### src/rtl/fbpa_pkg.sv
// Package for the fixed block pool allocator.
// Holds the transaction payload types, command, status and register codes,
// and the result type of the shared divider. No dependencies.
package fbpa_pkg;

  localparam int unsigned ADDR_W     = 32;
  localparam int unsigned BYTES_W    = 25;
  localparam int unsigned SIZE_W     = 17;
  localparam int unsigned ALIGN_W    = 3;
  localparam int unsigned CMD_W      = 2;
  localparam int unsigned STATUS_W   = 2;
  localparam int unsigned CNT_W      = 9;
  localparam int unsigned CFG_IDX_W  = 2;
  localparam int unsigned CFG_DATA_W = 32;

  localparam int unsigned MAX_BLOCKS_DEF = 256;

  // Counter saturation limits.
  localparam logic [BYTES_W-1:0] USED_MAX  = '1;
  localparam logic [CNT_W-1:0]   COUNT_MAX = '1;

  // Commands.
  localparam logic [CMD_W-1:0] CMD_ALLOC   = 2'd0;
  localparam logic [CMD_W-1:0] CMD_FREE    = 2'd1;
  localparam logic [CMD_W-1:0] CMD_REBUILD = 2'd2;

  // Status codes.
  localparam logic [STATUS_W-1:0] ST_OK       = 2'd0;
  localparam logic [STATUS_W-1:0] ST_EMPTY    = 2'd1;
  localparam logic [STATUS_W-1:0] ST_MISMATCH = 2'd2;
  localparam logic [STATUS_W-1:0] ST_BAD_FREE = 2'd3;

  // Configuration register indexes.
  localparam logic [CFG_IDX_W-1:0] CFG_BASE_ADDRESS   = 2'd0;
  localparam logic [CFG_IDX_W-1:0] CFG_POOL_BYTES     = 2'd1;
  localparam logic [CFG_IDX_W-1:0] CFG_BLOCK_SIZE     = 2'd2;
  localparam logic [CFG_IDX_W-1:0] CFG_ALIGNMENT_LOG2 = 2'd3;

  // Configuration reset values.
  localparam logic [ADDR_W-1:0]  RST_BASE_ADDRESS   = '0;
  localparam logic [BYTES_W-1:0] RST_POOL_BYTES     = '0;
  localparam logic [SIZE_W-1:0]  RST_BLOCK_SIZE     = 17'd8;
  localparam logic [ALIGN_W-1:0] RST_ALIGNMENT_LOG2 = 3'd3;

  typedef struct packed {
    logic [CMD_W-1:0]   command;
    logic [SIZE_W-1:0]  request_size;
    logic [ALIGN_W-1:0] request_alignment_log2;
    logic [ADDR_W-1:0]  free_address;
  } in_item_t;

  typedef struct packed {
    logic [ADDR_W-1:0]   granted_address;
    logic [STATUS_W-1:0] status;
    logic [BYTES_W-1:0]  used_bytes;
    logic [CNT_W-1:0]    allocation_count;
  } out_item_t;

  // Result of the shared divider: a one-cycle done pulse with the answer.
  typedef struct packed {
    logic              done;
    logic [ADDR_W-1:0] quot;
    logic [SIZE_W-1:0] rem;
  } div_res_t;

endpackage

### src/rtl/fbpa_div.sv
// Shared restoring divider of the fixed block pool allocator.
// Produces one quotient bit per cycle; depends on fbpa_pkg.
module fbpa_div (
  input  logic                      clk,
  input  logic                      rst_n,
  input  logic                      start,
  input  logic [fbpa_pkg::ADDR_W-1:0] dividend,
  input  logic [fbpa_pkg::SIZE_W-1:0] divisor,
  output fbpa_pkg::div_res_t        res
);
  import fbpa_pkg::*;

  localparam int unsigned STEPS = ADDR_W;
  localparam int unsigned STEP_W = $clog2(STEPS + 1);

  logic [STEP_W-1:0] cnt_r, cnt_nxt;
  logic              done_r, done_nxt;
  logic [ADDR_W-1:0] quo_r, quo_nxt;
  logic [SIZE_W-1:0] rem_r, rem_nxt;
  logic [SIZE_W:0]   trial;
  logic [SIZE_W:0]   diff;
  logic              fits;

  // One restoring step: bring in the next dividend bit and try a subtract.
  assign trial = {rem_r, quo_r[ADDR_W-1]};
  assign fits  = (trial >= {1'b0, divisor});
  assign diff  = trial - {1'b0, divisor};

  always_comb begin
    cnt_nxt  = cnt_r;
    done_nxt = 1'b0;
    quo_nxt  = quo_r;
    rem_nxt  = rem_r;
    if (start) begin
      cnt_nxt = STEP_W'(STEPS);
      quo_nxt = dividend;
      rem_nxt = '0;
    end else if (cnt_r != '0) begin
      cnt_nxt  = cnt_r - 1'b1;
      done_nxt = (cnt_r == STEP_W'(1));
      quo_nxt  = {quo_r[ADDR_W-2:0], fits};
      rem_nxt  = fits ? diff[SIZE_W-1:0] : trial[SIZE_W-1:0];
    end
  end

  always_ff @(posedge clk) begin
    if (!rst_n) begin
      cnt_r  <= '0;
      done_r <= 1'b0;
    end else begin
      cnt_r  <= cnt_nxt;
      done_r <= done_nxt;
    end
    quo_r <= quo_nxt;
    rem_r <= rem_nxt;
  end

  assign res.done = done_r;
  assign res.quot = quo_r;
  assign res.rem  = rem_r;

endmodule

### src/rtl/fixed_block_pool_allocator.sv
// Fixed block pool allocator, top level; depends on fbpa_pkg and fbpa_div.
// Path of a transaction: an allocate goes through a write-back state to the result
// state (straight there on a size or alignment mismatch, an empty pool or the unused command).
// One transaction is in work at a time; free and rebuild time is set by the
// 32-step shared divider, rebuild also by the one-link-per-cycle RAM walk.
// Synchronous active-low reset: empty pool, zero counters, registers at reset values.
module fixed_block_pool_allocator #(
  parameter int unsigned MAX_BLOCKS = fbpa_pkg::MAX_BLOCKS_DEF
) (
  input  logic                           clk,
  input  logic                           rst_n,
  // Input channel.
  input  logic                           in_valid,
  output logic                           in_stall,
  input  fbpa_pkg::in_item_t             in_data,
  // Result channel.
  output logic                           out_valid,
  input  logic                           out_stall,
  output fbpa_pkg::out_item_t            out_data,
  // Configuration write port.
  input  logic                           cfg_we,
  input  logic [fbpa_pkg::CFG_IDX_W-1:0]  cfg_index,
  input  logic [fbpa_pkg::CFG_DATA_W-1:0] cfg_wdata
);
  import fbpa_pkg::*;

  // A link holds a block index or the "none" marker, which equals MAX_BLOCKS.
  localparam int unsigned IDXW  = $clog2(MAX_BLOCKS + 1);
  localparam int unsigned AW    = (MAX_BLOCKS > 1) ? $clog2(MAX_BLOCKS) : 1;
  localparam int unsigned PRODW = IDXW + SIZE_W;
  localparam logic [IDXW-1:0] LINK_NONE = IDXW'(MAX_BLOCKS);

  typedef enum logic [2:0] {
    S_IDLE,
    S_ALLOC_WB,
    S_FREE_DIV,
    S_RB_DIV,
    S_RB_WALK,
    S_DONE
  } state_t;

  // Configuration registers.
  logic [ADDR_W-1:0]  cfg_base_r;
  logic [BYTES_W-1:0] cfg_pool_r;
  logic [SIZE_W-1:0]  cfg_bsize_r;
  logic [ALIGN_W-1:0] cfg_align_r;

  // Control and pool state.
  state_t              state_r, state_nxt;
  logic [IDXW-1:0]     free_head_r, free_head_nxt;
  logic [IDXW-1:0]     block_count_r, block_count_nxt;
  logic [ADDR_W-1:0]   first_blk_r, first_blk_nxt;
  logic [BYTES_W-1:0]  used_r, used_nxt;
  logic [CNT_W-1:0]    live_r, live_nxt;
  logic [IDXW-1:0]     walk_idx_r, walk_idx_nxt;
  logic [PRODW-1:0]    prod_r, prod_nxt;
  logic [ADDR_W-1:0]   granted_r, granted_nxt;
  logic [STATUS_W-1:0] status_r, status_nxt;
  logic                out_valid_r, out_valid_nxt;
  out_item_t           out_data_r, out_data_nxt;

  // Free-list link RAM: one write port, one registered read port.
  logic [IDXW-1:0] link_mem [MAX_BLOCKS];
  logic            mem_we;
  logic [AW-1:0]   mem_waddr;
  logic [IDXW-1:0] mem_wdata;
  logic            mem_re;
  logic [IDXW-1:0] mem_rdata_r;

  // Shared divider.
  logic              div_start;
  logic [ADDR_W-1:0] div_dividend;
  div_res_t          div_res;

  // Alignment adjustment: the distance from the base up to the next boundary.
  logic [7:0]        align_mask;
  logic [7:0]        adj;
  logic              in_accept;
  logic              out_free;
  logic              free_bad;
  logic              rb_valid;
  logic [IDXW-1:0]   rb_count;
  logic [IDXW-1:0]   walk_inc;
  logic [BYTES_W:0]  used_sum;

  assign align_mask = (8'd1 << cfg_align_r) - 8'd1;
  assign adj        = (8'd0 - cfg_base_r[7:0]) & align_mask;

  assign in_stall  = (state_r != S_IDLE);
  assign in_accept = in_valid && !in_stall;
  // The output register can take a new result when it is empty or being drained.
  assign out_free  = !out_valid_r || !out_stall;

  // The user must write configuration only while no transaction is in work; the block does not enforce it.
  always_ff @(posedge clk) begin
    if (!rst_n) begin
      cfg_base_r  <= RST_BASE_ADDRESS;
      cfg_pool_r  <= RST_POOL_BYTES;
      cfg_bsize_r <= RST_BLOCK_SIZE;
      cfg_align_r <= RST_ALIGNMENT_LOG2;
    end else if (cfg_we) begin
      case (cfg_index)
        CFG_BASE_ADDRESS:   cfg_base_r  <= cfg_wdata[ADDR_W-1:0];
        CFG_POOL_BYTES:     cfg_pool_r  <= cfg_wdata[BYTES_W-1:0];
        CFG_BLOCK_SIZE:     cfg_bsize_r <= cfg_wdata[SIZE_W-1:0];
        CFG_ALIGNMENT_LOG2: cfg_align_r <= cfg_wdata[ALIGN_W-1:0];
        default: ;
      endcase
    end
  end

  // The divider serves both the free path (offset / block size) and the
  // rebuild path ((pool bytes - adjustment) / block size).
  always_comb begin
    div_start    = in_accept &&
                   (in_data.command == CMD_FREE || in_data.command == CMD_REBUILD);
    div_dividend = (in_data.command == CMD_FREE) ?
                   (in_data.free_address - first_blk_r) :
                   32'(cfg_pool_r - BYTES_W'(adj));
  end

  fbpa_div u_div (
    .clk      (clk),
    .rst_n    (rst_n),
    .start    (div_start),
    .dividend (div_dividend),
    .divisor  (cfg_bsize_r),
    .res      (div_res)
  );

  // A freed address is bad when the block size is zero, when the offset is
  // not a whole number of blocks, or when it points past the last block.
  assign free_bad = (cfg_bsize_r == '0) || (div_res.rem != '0) ||
                    (div_res.quot >= 32'(block_count_r));

  // A rebuild with a zero block size or a pool smaller than the adjustment
  // leaves an empty pool; otherwise the count is capped at MAX_BLOCKS.
  assign rb_valid = (cfg_bsize_r != '0) && (cfg_pool_r >= BYTES_W'(adj));
  assign rb_count = !rb_valid ? '0 :
                    (div_res.quot > 32'(MAX_BLOCKS)) ? LINK_NONE :
                    div_res.quot[IDXW-1:0];

  assign walk_inc = walk_idx_r + 1'b1;
  assign used_sum = {1'b0, used_r} + (BYTES_W+1)'(cfg_bsize_r);

  always_comb begin
    state_nxt       = state_r;
    free_head_nxt   = free_head_r;
    block_count_nxt = block_count_r;
    first_blk_nxt   = first_blk_r;
    used_nxt        = used_r;
    live_nxt        = live_r;
    walk_idx_nxt    = walk_idx_r;
    prod_nxt        = prod_r;
    granted_nxt     = granted_r;
    status_nxt      = status_r;
    out_valid_nxt   = out_valid_r && out_stall;
    out_data_nxt    = out_data_r;
    mem_we          = 1'b0;
    mem_waddr       = walk_idx_r[AW-1:0];
    mem_wdata       = (walk_inc < block_count_r) ? walk_inc : LINK_NONE;
    mem_re          = 1'b0;

    case (state_r)
      S_IDLE: begin
        if (in_accept) begin
          granted_nxt = '0;
          status_nxt  = ST_OK;
          case (in_data.command)
            CMD_ALLOC: begin
              // The shape check (size and alignment) comes ahead of the empty check.
              if (in_data.request_size != cfg_bsize_r ||
                  in_data.request_alignment_log2 != cfg_align_r) begin
                status_nxt = ST_MISMATCH;
                state_nxt  = S_DONE;
              end else if (free_head_r == LINK_NONE || free_head_r >= block_count_r) begin
                status_nxt = ST_EMPTY;
                state_nxt  = S_DONE;
              end else begin
                // Read the head's link and form the block offset together.
                mem_re    = 1'b1;
                prod_nxt  = PRODW'(free_head_r) * PRODW'(cfg_bsize_r);
                state_nxt = S_ALLOC_WB;
              end
            end
            CMD_FREE:    state_nxt = S_FREE_DIV;
            CMD_REBUILD: state_nxt = S_RB_DIV;
            default:     state_nxt = S_DONE;
          endcase
        end
      end

      S_ALLOC_WB: begin
        granted_nxt   = first_blk_r + 32'(prod_r);
        free_head_nxt = mem_rdata_r;
        used_nxt      = used_sum[BYTES_W] ? USED_MAX : used_sum[BYTES_W-1:0];
        live_nxt      = (live_r < COUNT_MAX) ? live_r + 1'b1 : live_r;
        state_nxt     = S_DONE;
      end

      S_FREE_DIV: begin
        if (div_res.done) begin
          if (free_bad) begin
            status_nxt = ST_BAD_FREE;
          end else begin
            // Push the block on the front of the free list.
            mem_we        = 1'b1;
            mem_waddr     = div_res.quot[AW-1:0];
            mem_wdata     = free_head_r;
            free_head_nxt = div_res.quot[IDXW-1:0];
            used_nxt      = (used_r > BYTES_W'(cfg_bsize_r)) ?
                            used_r - BYTES_W'(cfg_bsize_r) : '0;
            live_nxt      = (live_r != '0) ? live_r - 1'b1 : live_r;
          end
          state_nxt = S_DONE;
        end
      end

      S_RB_DIV: begin
        if (div_res.done) begin
          first_blk_nxt   = cfg_base_r + 32'(adj);
          block_count_nxt = rb_count;
          free_head_nxt   = (rb_count != '0) ? '0 : LINK_NONE;
          used_nxt        = '0;
          live_nxt        = '0;
          walk_idx_nxt    = '0;
          state_nxt       = (rb_count != '0) ? S_RB_WALK : S_DONE;
        end
      end

      S_RB_WALK: begin
        // Chain the blocks in address order, one link per cycle.
        mem_we       = 1'b1;
        walk_idx_nxt = walk_inc;
        if (walk_inc >= block_count_r) begin
          state_nxt = S_DONE;
        end
      end

      S_DONE: begin
        if (out_free) begin
          out_valid_nxt = 1'b1;
          out_data_nxt  = '{granted_address:  granted_r,
                            status:           status_r,
                            used_bytes:       used_r,
                            allocation_count: live_r};
          state_nxt     = S_IDLE;
        end
      end

      default: state_nxt = S_IDLE;
    endcase
  end

  always_ff @(posedge clk) begin
    if (!rst_n) begin
      state_r       <= S_IDLE;
      free_head_r   <= LINK_NONE;
      block_count_r <= '0;
      first_blk_r   <= '0;
      used_r        <= '0;
      live_r        <= '0;
      walk_idx_r    <= '0;
      out_valid_r   <= 1'b0;
    end else begin
      state_r       <= state_nxt;
      free_head_r   <= free_head_nxt;
      block_count_r <= block_count_nxt;
      first_blk_r   <= first_blk_nxt;
      used_r        <= used_nxt;
      live_r        <= live_nxt;
      walk_idx_r    <= walk_idx_nxt;
      out_valid_r   <= out_valid_nxt;
    end
    prod_r     <= prod_nxt;
    granted_r  <= granted_nxt;
    status_r   <= status_nxt;
    out_data_r <= out_data_nxt;
  end

  // Link RAM; its contents are undefined until a rebuild or a free writes them.
  always_ff @(posedge clk) begin
    if (mem_we) begin
      link_mem[mem_waddr] <= mem_wdata;
    end
    if (mem_re) begin
      mem_rdata_r <= link_mem[free_head_r[AW-1:0]];
    end
  end

  assign out_valid = out_valid_r;
  assign out_data  = out_data_r;

  // The free-list head is either empty or a block of the current pool.
  a_head_in_pool: assert property (@(posedge clk) disable iff (!rst_n)
    (free_head_r != LINK_NONE) |-> (free_head_r < block_count_r))
    else $error("free-list head lies outside the pool");

  a_count_cap: assert property (@(posedge clk) disable iff (!rst_n)
    block_count_r <= LINK_NONE)
    else $error("block count exceeds the pool capacity");

  // The divider finishes only while a free or a rebuild waits for it.
  a_div_done_state: assert property (@(posedge clk) disable iff (!rst_n)
    div_res.done |-> (state_r == S_FREE_DIV || state_r == S_RB_DIV))
    else $error("divider finished outside a free or rebuild");

  a_ram_write_state: assert property (@(posedge clk) disable iff (!rst_n)
    mem_we |-> (state_r == S_FREE_DIV || state_r == S_RB_WALK))
    else $error("link RAM written outside a free or rebuild walk");

  a_walk_range: assert property (@(posedge clk) disable iff (!rst_n)
    (state_r == S_RB_WALK) |-> (walk_idx_r < block_count_r))
    else $error("rebuild walk ran past the last block");

  // An accepted allocate goes from its write-back state straight on to the result state.
  a_alloc_latency: assert property (@(posedge clk) disable iff (!rst_n)
    (state_r == S_ALLOC_WB) |=> (state_r == S_DONE))
    else $error("allocate did not reach the result stage");

endmodule

### config.mk
export PLATFORM = sky130hd
export DESIGN_NAME = fixed_block_pool_allocator
export DESIGN_NICKNAME = d
export VERILOG_FILES = /design/src/rtl/fbpa_pkg.sv /design/src/rtl/fbpa_div.sv /design/src/rtl/fixed_block_pool_allocator.sv
export SDC_FILE = /design/constraint.sdc
export NUM_CORES = 2
export LEC_CHECK = 0
export BUFFER_PORTS_ARGS = -buffer_cell sky130_fd_sc_hd__buf_2
export CAP_MARGIN = 20
export CORE_MARGIN = 1
export CORE_UTILIZATION = 50
export CTS_CLUSTER_SIZE = 10
export DETAILED_ROUTE_END_ITERATION = 10
export PLACE_DENSITY_LB_ADDON = 0.3
export SLEW_MARGIN = 20
export SYNTH_ARGS = -nofsm -noshare
export SYNTH_HDL_FRONTEND = slang
export SYNTH_HIERARCHICAL = 1
export SYNTH_SLANG_ARGS = --single-unit
### constraint.sdc
create_clock -name clk -period 40 [get_ports clk]
set_clock_uncertainty 0.1 [all_clocks]
set_input_delay 4 -clock clk [delete_from_list [all_inputs] [get_ports clk]]
set_output_delay 4 -clock clk [all_outputs]
set_load 0.005 [all_outputs]
# Word-level counts from Yosys, hierarchy flattened
# Memories as Yosys holds them, arrays and structs flattened. A register that Yosys moved wholly into a read port is not among the register bits.
# Index checks and enable logic that the tools add are counted.
classes:
  add_sub_neg: 13
  magnitude_cmp: 9
  n_reduce_logical: 43
  n_mul: 1
  n_bitwise: 5
  mux: 64
  n_eq_ne: 23
  shifts: 1
ops:
  columns: ["operator", "count"]
  rows:
  - ["2-to-1 mux 9 bit", 15]
  - ["2-to-1 mux 32 bit", 4]
  - ["2-to-1 mux 25 bit", 5]
  - ["one-hot mux 25 bit (3 select lines)", 1]
  - ["one-hot mux 32 bit (2 select lines)", 1]
  - ["one-hot mux 9 bit (3 select lines)", 2]
  - ["nonzero test 17 bit", 2]
  - ["adder 32 x 26 -> 32 bit", 1]
  - ["adder 32 x 8 -> 32 bit", 1]
  - [">= comparator 32 x 9 -> 1 bit", 1]
  - ["greater-than comparator 32 x 9 -> 1 bit (second input constant)", 1]
  - ["subtractor 32 bit", 1]
  - ["adder 25 x 17 -> 26 bit", 1]
  - ["multiplier 9 x 17 -> 26 bit", 1]
  - ["subtractor 25 x 8 -> 26 bit", 1]
  - [">= comparator 25 x 8 -> 1 bit", 1]
  - ["greater-than comparator 25 x 17 -> 1 bit", 1]
  - ["subtractor 25 x 17 -> 25 bit", 1]
  - ["2-to-1 mux 8 bit", 3]
  - ["2-to-1 mux 3 bit", 7]
  - ["adder 9 x 1 -> 9 bit (second input constant)", 2]
  - [">= comparator 18 x 17 -> 1 bit", 1]
  - [">= comparator 9 bit", 2]
  - ["one-hot mux 3 bit (6 select lines)", 1]
  - ["45 further kinds", 102]
word_totals:
  in_bits: 93
  n_memories: 1
  out_inout_bits: 70
  mem_bits_rw: 2304
  wordCells: 184
  reg_bits: 358
mem_list:
  columns: ["memory", "words", "word_bits", "rd", "rd_clocked_by_memory_dff", "write_ports", "line_no", "text"]
  rows:
  - ["link_mem", 256, 9, 1, 1, 1, "fixed_block_pool_allocator.sv:63", "logic [IDXW-1:0] link_mem [MAX_BLOCKS];"]

# Depth between registers and ports, before layout
depth:
  depth_word: 10
  depth_mapped: 27
  mapped_depth_nobuf: 21

# Hierarchy
# The synthesis kept the hierarchy.
by_module_without_submodules:
  columns: ["mod", "n_inst", "area_each_um2", "cells_per_inst", "seq_area_each_um2"]
  rows:
  - ["fixed_block_pool_allocator", 1, 112907.0, 6614, 76783.6]
  - ["fbpa_div", 1, 3334.4, 323, 1441.4]

# Worst setup path after synthesis
# OpenSTA, ideal clock, no wires.
synth_path:
  kind: "register to register"
  from: "register u_div.quo_r[0]"
  to: "memory link_mem[0][2] (netlist bit) (data pin)"
  stages_incl_launch_ff: 13
  synth_period_minus_slack_ns: 14.511
  path_slack_ns: 25.489
  setup_time_ns: 2.187
  arrival_time_ns: 12.225
  t_required_ns: 37.713
  n_path_buf: 3
  cell_sequence: "edfxtp_1 inv_1 ha_1 nand2b_1 a21o_1 a21o_1 a21o_1 a21oi_1 o2111ai_1 buf_2 buf_2 buf_2 o21ai_0"
synth_via:
  elab_chain_cells: 5
synth_lines:
  columns: ["item", "line_no", "text"]
  rows:
  - ["start, declared", "fbpa_div.sv:18", "logic [ADDR_W-1:0] quo_r, quo_nxt;"]
  - ["start signal, assigned", "fbpa_div.sv:54", "quo_r <= quo_nxt;"]
  - [">= comparator 32 x 9 -> 1 bit", "fixed_block_pool_allocator.sv:134", "(div_res.quot >= 32'(block_count_r));"]
  - ["logical OR 1 bit", "fixed_block_pool_allocator.sv:133", "assign free_bad = (cfg_bsize_r == '0) || (div_res.rem != '0) ||"]
  - ["2-to-1 mux 9 bit", "fixed_block_pool_allocator.sv:203", "if (free_bad) begin"]
  - ["2-to-1 mux 9 bit", "fixed_block_pool_allocator.sv:202", "if (div_res.done) begin"]
  - ["2-to-1 mux 9 bit", "fixed_block_pool_allocator.sv:164", "case (state_r)"]
  - ["named net mem_wdata[2]", "fixed_block_pool_allocator.sv:66", "logic [IDXW-1:0] mem_wdata;"]
  - ["end, declared", "fixed_block_pool_allocator.sv:63", null]
# The timed path passes the listed nets, and every way through them passes these cells.

# Final worst setup path
layout_path:
  from: "register free_head_r[0]"
  to: "register mem_rdata_r[1] (read register of link_mem) (data pin)"
layout_via:
  elab_chain_cells: 7
  elab_cells_between_ends: 8
  cone_classes: "1 x order compare; 1 x eq/ne; 5 x mux; 1 x reduce/logical"
layout_lines:
  columns: ["item", "line_no", "text"]
  rows:
  - ["start, declared", "fixed_block_pool_allocator.sv:50", "logic [IDXW-1:0] free_head_r, free_head_nxt;"]
  - ["start signal, assigned", "fixed_block_pool_allocator.sv:267", "free_head_r <= free_head_nxt;"]
  - [">= comparator 9 bit / equality test 9 bit (equally long branches)", "fixed_block_pool_allocator.sv:176", "end else if (free_head_r == LINK_NONE || free_head_r >= block_count_r) begin"]
  - ["logical OR 1 bit", "fixed_block_pool_allocator.sv:176", null]
  - ["2-to-1 mux 1 bit", "fixed_block_pool_allocator.sv:176", null]
  - ["2-to-1 mux 1 bit", "fixed_block_pool_allocator.sv:172", "if (in_data.request_size != cfg_bsize_r ||"]
  - ["2-to-1 mux 1 bit", "fixed_block_pool_allocator.sv:169", "case (in_data.command)"]
  - ["2-to-1 mux 1 bit", "fixed_block_pool_allocator.sv:166", "if (in_accept) begin"]
  - ["2-to-1 mux 1 bit", "fixed_block_pool_allocator.sv:164", null]
  - ["end, declared", "fixed_block_pool_allocator.sv:68", "logic [IDXW-1:0] mem_rdata_r;"]
# Several ways; a longest one is shown, not always the timed one.
# A chain may end at the register's enable or synchronous reset.

==> out/results.ini <==
[drt]
ant_nets=0
drc=0
drt_iter0_drc=7304
first_pass_iters=7
viasPerCell=6.30
wl_per_cell_um=29.2
drt_wl_total_mm=300
via_count=64727

[timing]
final.setup.tns_ns=0
period_needed_ns=7.04
fmax_ghz=0.142
worst-slew-pin-transition_ns=1.20
hold_violations=0
final.setup.worst_slack_ns=32.96
finalHoldWorstSlack_ns=0.315
finalSetupViolCount=0
slew_viol_final=0
slew_headroom=0.202
finalCritPeriodShare=0.176
rsz0062_at_grt=false

[yosys]
yosys.area_share.simple=0.0567
yosysMostFrequentCell=edfxtp_1
synth_top_family_by_area=multiplexers
synth_mux_area_frac=0.149
synth_compound_area_frac=0.0438
synth-warning-count=6
async_reset_ff_frac=0
syn_area_per_cell_sq_um=16.8
yosys_most_used_dff=edfxtp_1
synth_edf_count=2473
ys_types=90
synth_fa_ha_area_frac=0.0416
netlist_top_cells_count=edfxtp_1, mux4_2, nand2_1, nor2_1, inv_1
synth_nets=7349
syn_inst=6937
synth_area_leaders=edfxtp_1, mux4_2, dfxtp_1, ha_1, fa_1
syn_area_sq_um=116000
seq_area_frac_synth=0.673
yosys.area.top_type_share=0.639
ys_seq_elements=2671
synth-xor-area-share=0.0130
synth_top_cell_by_area=edfxtp_1

[min_path]
hold_path.class=flop to flop

[worst_setup_path]
endpoint_kind=flop
cp_data_required_time_ns=40.59
path_class=flop to flop
crit_fanout=38
arrival_ns=7.63
start_kind=flop

[finish]
layout-drive-gt1-share=0.204
layoutNonFillerInstCount=10268
area_growth_pct=11.2
fin_area_sq_um=129000
nets=7563

[die]
die_y_um=484
io_pins=163
fp-row-count=176
die_w_um=484
dieArea_sq_um=234000
core_sq_um=231000
start_util=0.504

[outcome]
outcome=finished clean

[global_routing]
grt_max_degree=233
overflow=0
antenna_found_initial=11
grt_pass1_wl_mm=437
grt_pass1_vias=64057
grt_usage=0.255

[power]
ir_drop_v=0.0000357
p_leak_uw=0.0415
powerDensity_nw_per_um2=55.7

[clock_network]
clock_path_buffers=4
hold_buffers=0
htree_levels=5
insertion_delay_ns=0.96
cts_resized=0
clk_pin_slew_ns=0.05
numCtsBuffers=322
cts_setup_buffers=0
tritoncts=yes
cts-root-buf=clkbuf_16
cts.sink_count=2671

[place]
gp_congestion=0.931
post-place-ws_ns=32.55
dp_cells=9848
dp_hpwl_mm=189
place_area_sq_um=120000
io_buffers=162

[run]
drv_cap=0

final timing paths:
kind,start,endpoint,slack [ns],cells after the start
setup / recovery,free_head_r[0],mem_rdata_r[1],32.96,10
hold / removal,granted_r[15],out_data[51],0.32,0
setup reg to reg,free_head_r[0],mem_rdata_r[1],32.96,10
hold reg to reg,granted_r[15],out_data[51],0.32,0
routing by layer:
| metal | track usage | routed length, um | vias to the layer above |
|---|---|---|---|
| met5 | 0 | 35 | - |
| met4 | 0.0892 | 10400 | 6 |
| met3 | 0.0477 | 26700 | 551 |
| met2 | 0.396 | 140000 | 3200 |
| met1 | 0.364 | 122000 | 33626 |
| li1 | - | - | 27344 |
cell usage in the layout, fill, tap and decap left out, drive strengths merged, types with 16 or more instances in the layout:
| cell | Yosys | routed |
|---|---|---|
| nor4 | 36 | 36 |
| nand3 | 55 | 55 |
| o21ai | 178 | 178 |
| nand2 | 545 | 545 |
| o21a | 24 | 24 |
| ha | 206 | 206 |
| and3 | 50 | 50 |
| clkbuf | 231 | 393 |
| nor2 | 522 | 522 |
| nor2b | 30 | 30 |
| nand4 | 26 | 26 |
| o21bai | 22 | 22 |
| or3 | 32 | 32 |
| fa | 113 | 113 |
| nor3 | 79 | 79 |
| mux2 | 33 | 33 |
| a31oi | 40 | 40 |
| mux4 | 732 | 732 |
| xnor2 | 107 | 107 |
| dfxtp | 198 | 198 |
| xor2 | 66 | 66 |
| mux2i | 44 | 44 |
| a21o | 67 | 67 |
| o31ai | 23 | 23 |
| edfxtp | 2473 | 2473 |
| nand2b | 44 | 44 |
| buf | 147 | 268 |
| a21oi | 279 | 279 |
| and2 | 25 | 25 |
| a211oi | 48 | 48 |
| or2 | 16 | 16 |
| inv | 282 | 285 |
where the power goes:
group	leakage, uW	internal, uW	switching [uW]
clock network	0.00425	1490	1040
logic	0.0136	578	853
registers	0.0236	3170	73.4
worst max-delay path, stage by stage, from the launching register on:
cell and delay (ns):
dfxtp_4 0.64, buf_4 0.58, buf_4 0.63, buf_4 0.70
buf_4 0.62, buf_4 0.53, buf_4 0.73, mux4_2 0.58
mux4_2 0.56, mux4_2 0.54, mux4_2 0.48
area by class of cell:
type,instances,area [sq um]
inverters,282,1070
clock inverters,16,193
diodes,6,15.0
multi-input cells,3606,35600
flip-flops and latches,2671,78200
repair buffers,268,1810
clock buffers,393,8510
fillers,17285,101000
well taps,3026,3790
cells by family (layout without fill, tap and decap cells):
kind of cell               count (synthesis)  in the layout
DFF                                     2671           2671
buffers and inverters                    660            959
and+or+nand+nor                         1492           1492
other                                      1              7
AOI/OAI and AO/OA                        812            812
muxes                                    809            809
adders and majority gates                319            319
xor gates and xnor gates                 173            173
per-stage QoR:
stage | utilization | power [uW]
floorplan | - | 4250
global placement | 0.522 | 4690
detailed placement | 0.522 | 4710
CTS | 0.560 | 7220
global route | 0.560 | 7420
finish | 0.560 | 7200
registers in the layout, indices dropped and copies added (netlist names):
signal	flops
status_r	2
u_div/rem_r	17
cfg_base_r	32
u_div/quo_r	32
walk_idx_r	9
u_div/done_r	1
used_r	25
cfg_bsize_r	17
free_head_r	9
first_blk_r	32
prod_r	26
cfg_pool_r	25
out_valid	1
out_data	68
state_r	3
mem_rdata_r	9
block_count_r	9
link_mem	2304
live_r	9
u_div/cnt_r	6
granted_r	32
cfg_align_r	3
Note: power is estimated with default switching activity, not from simulation.
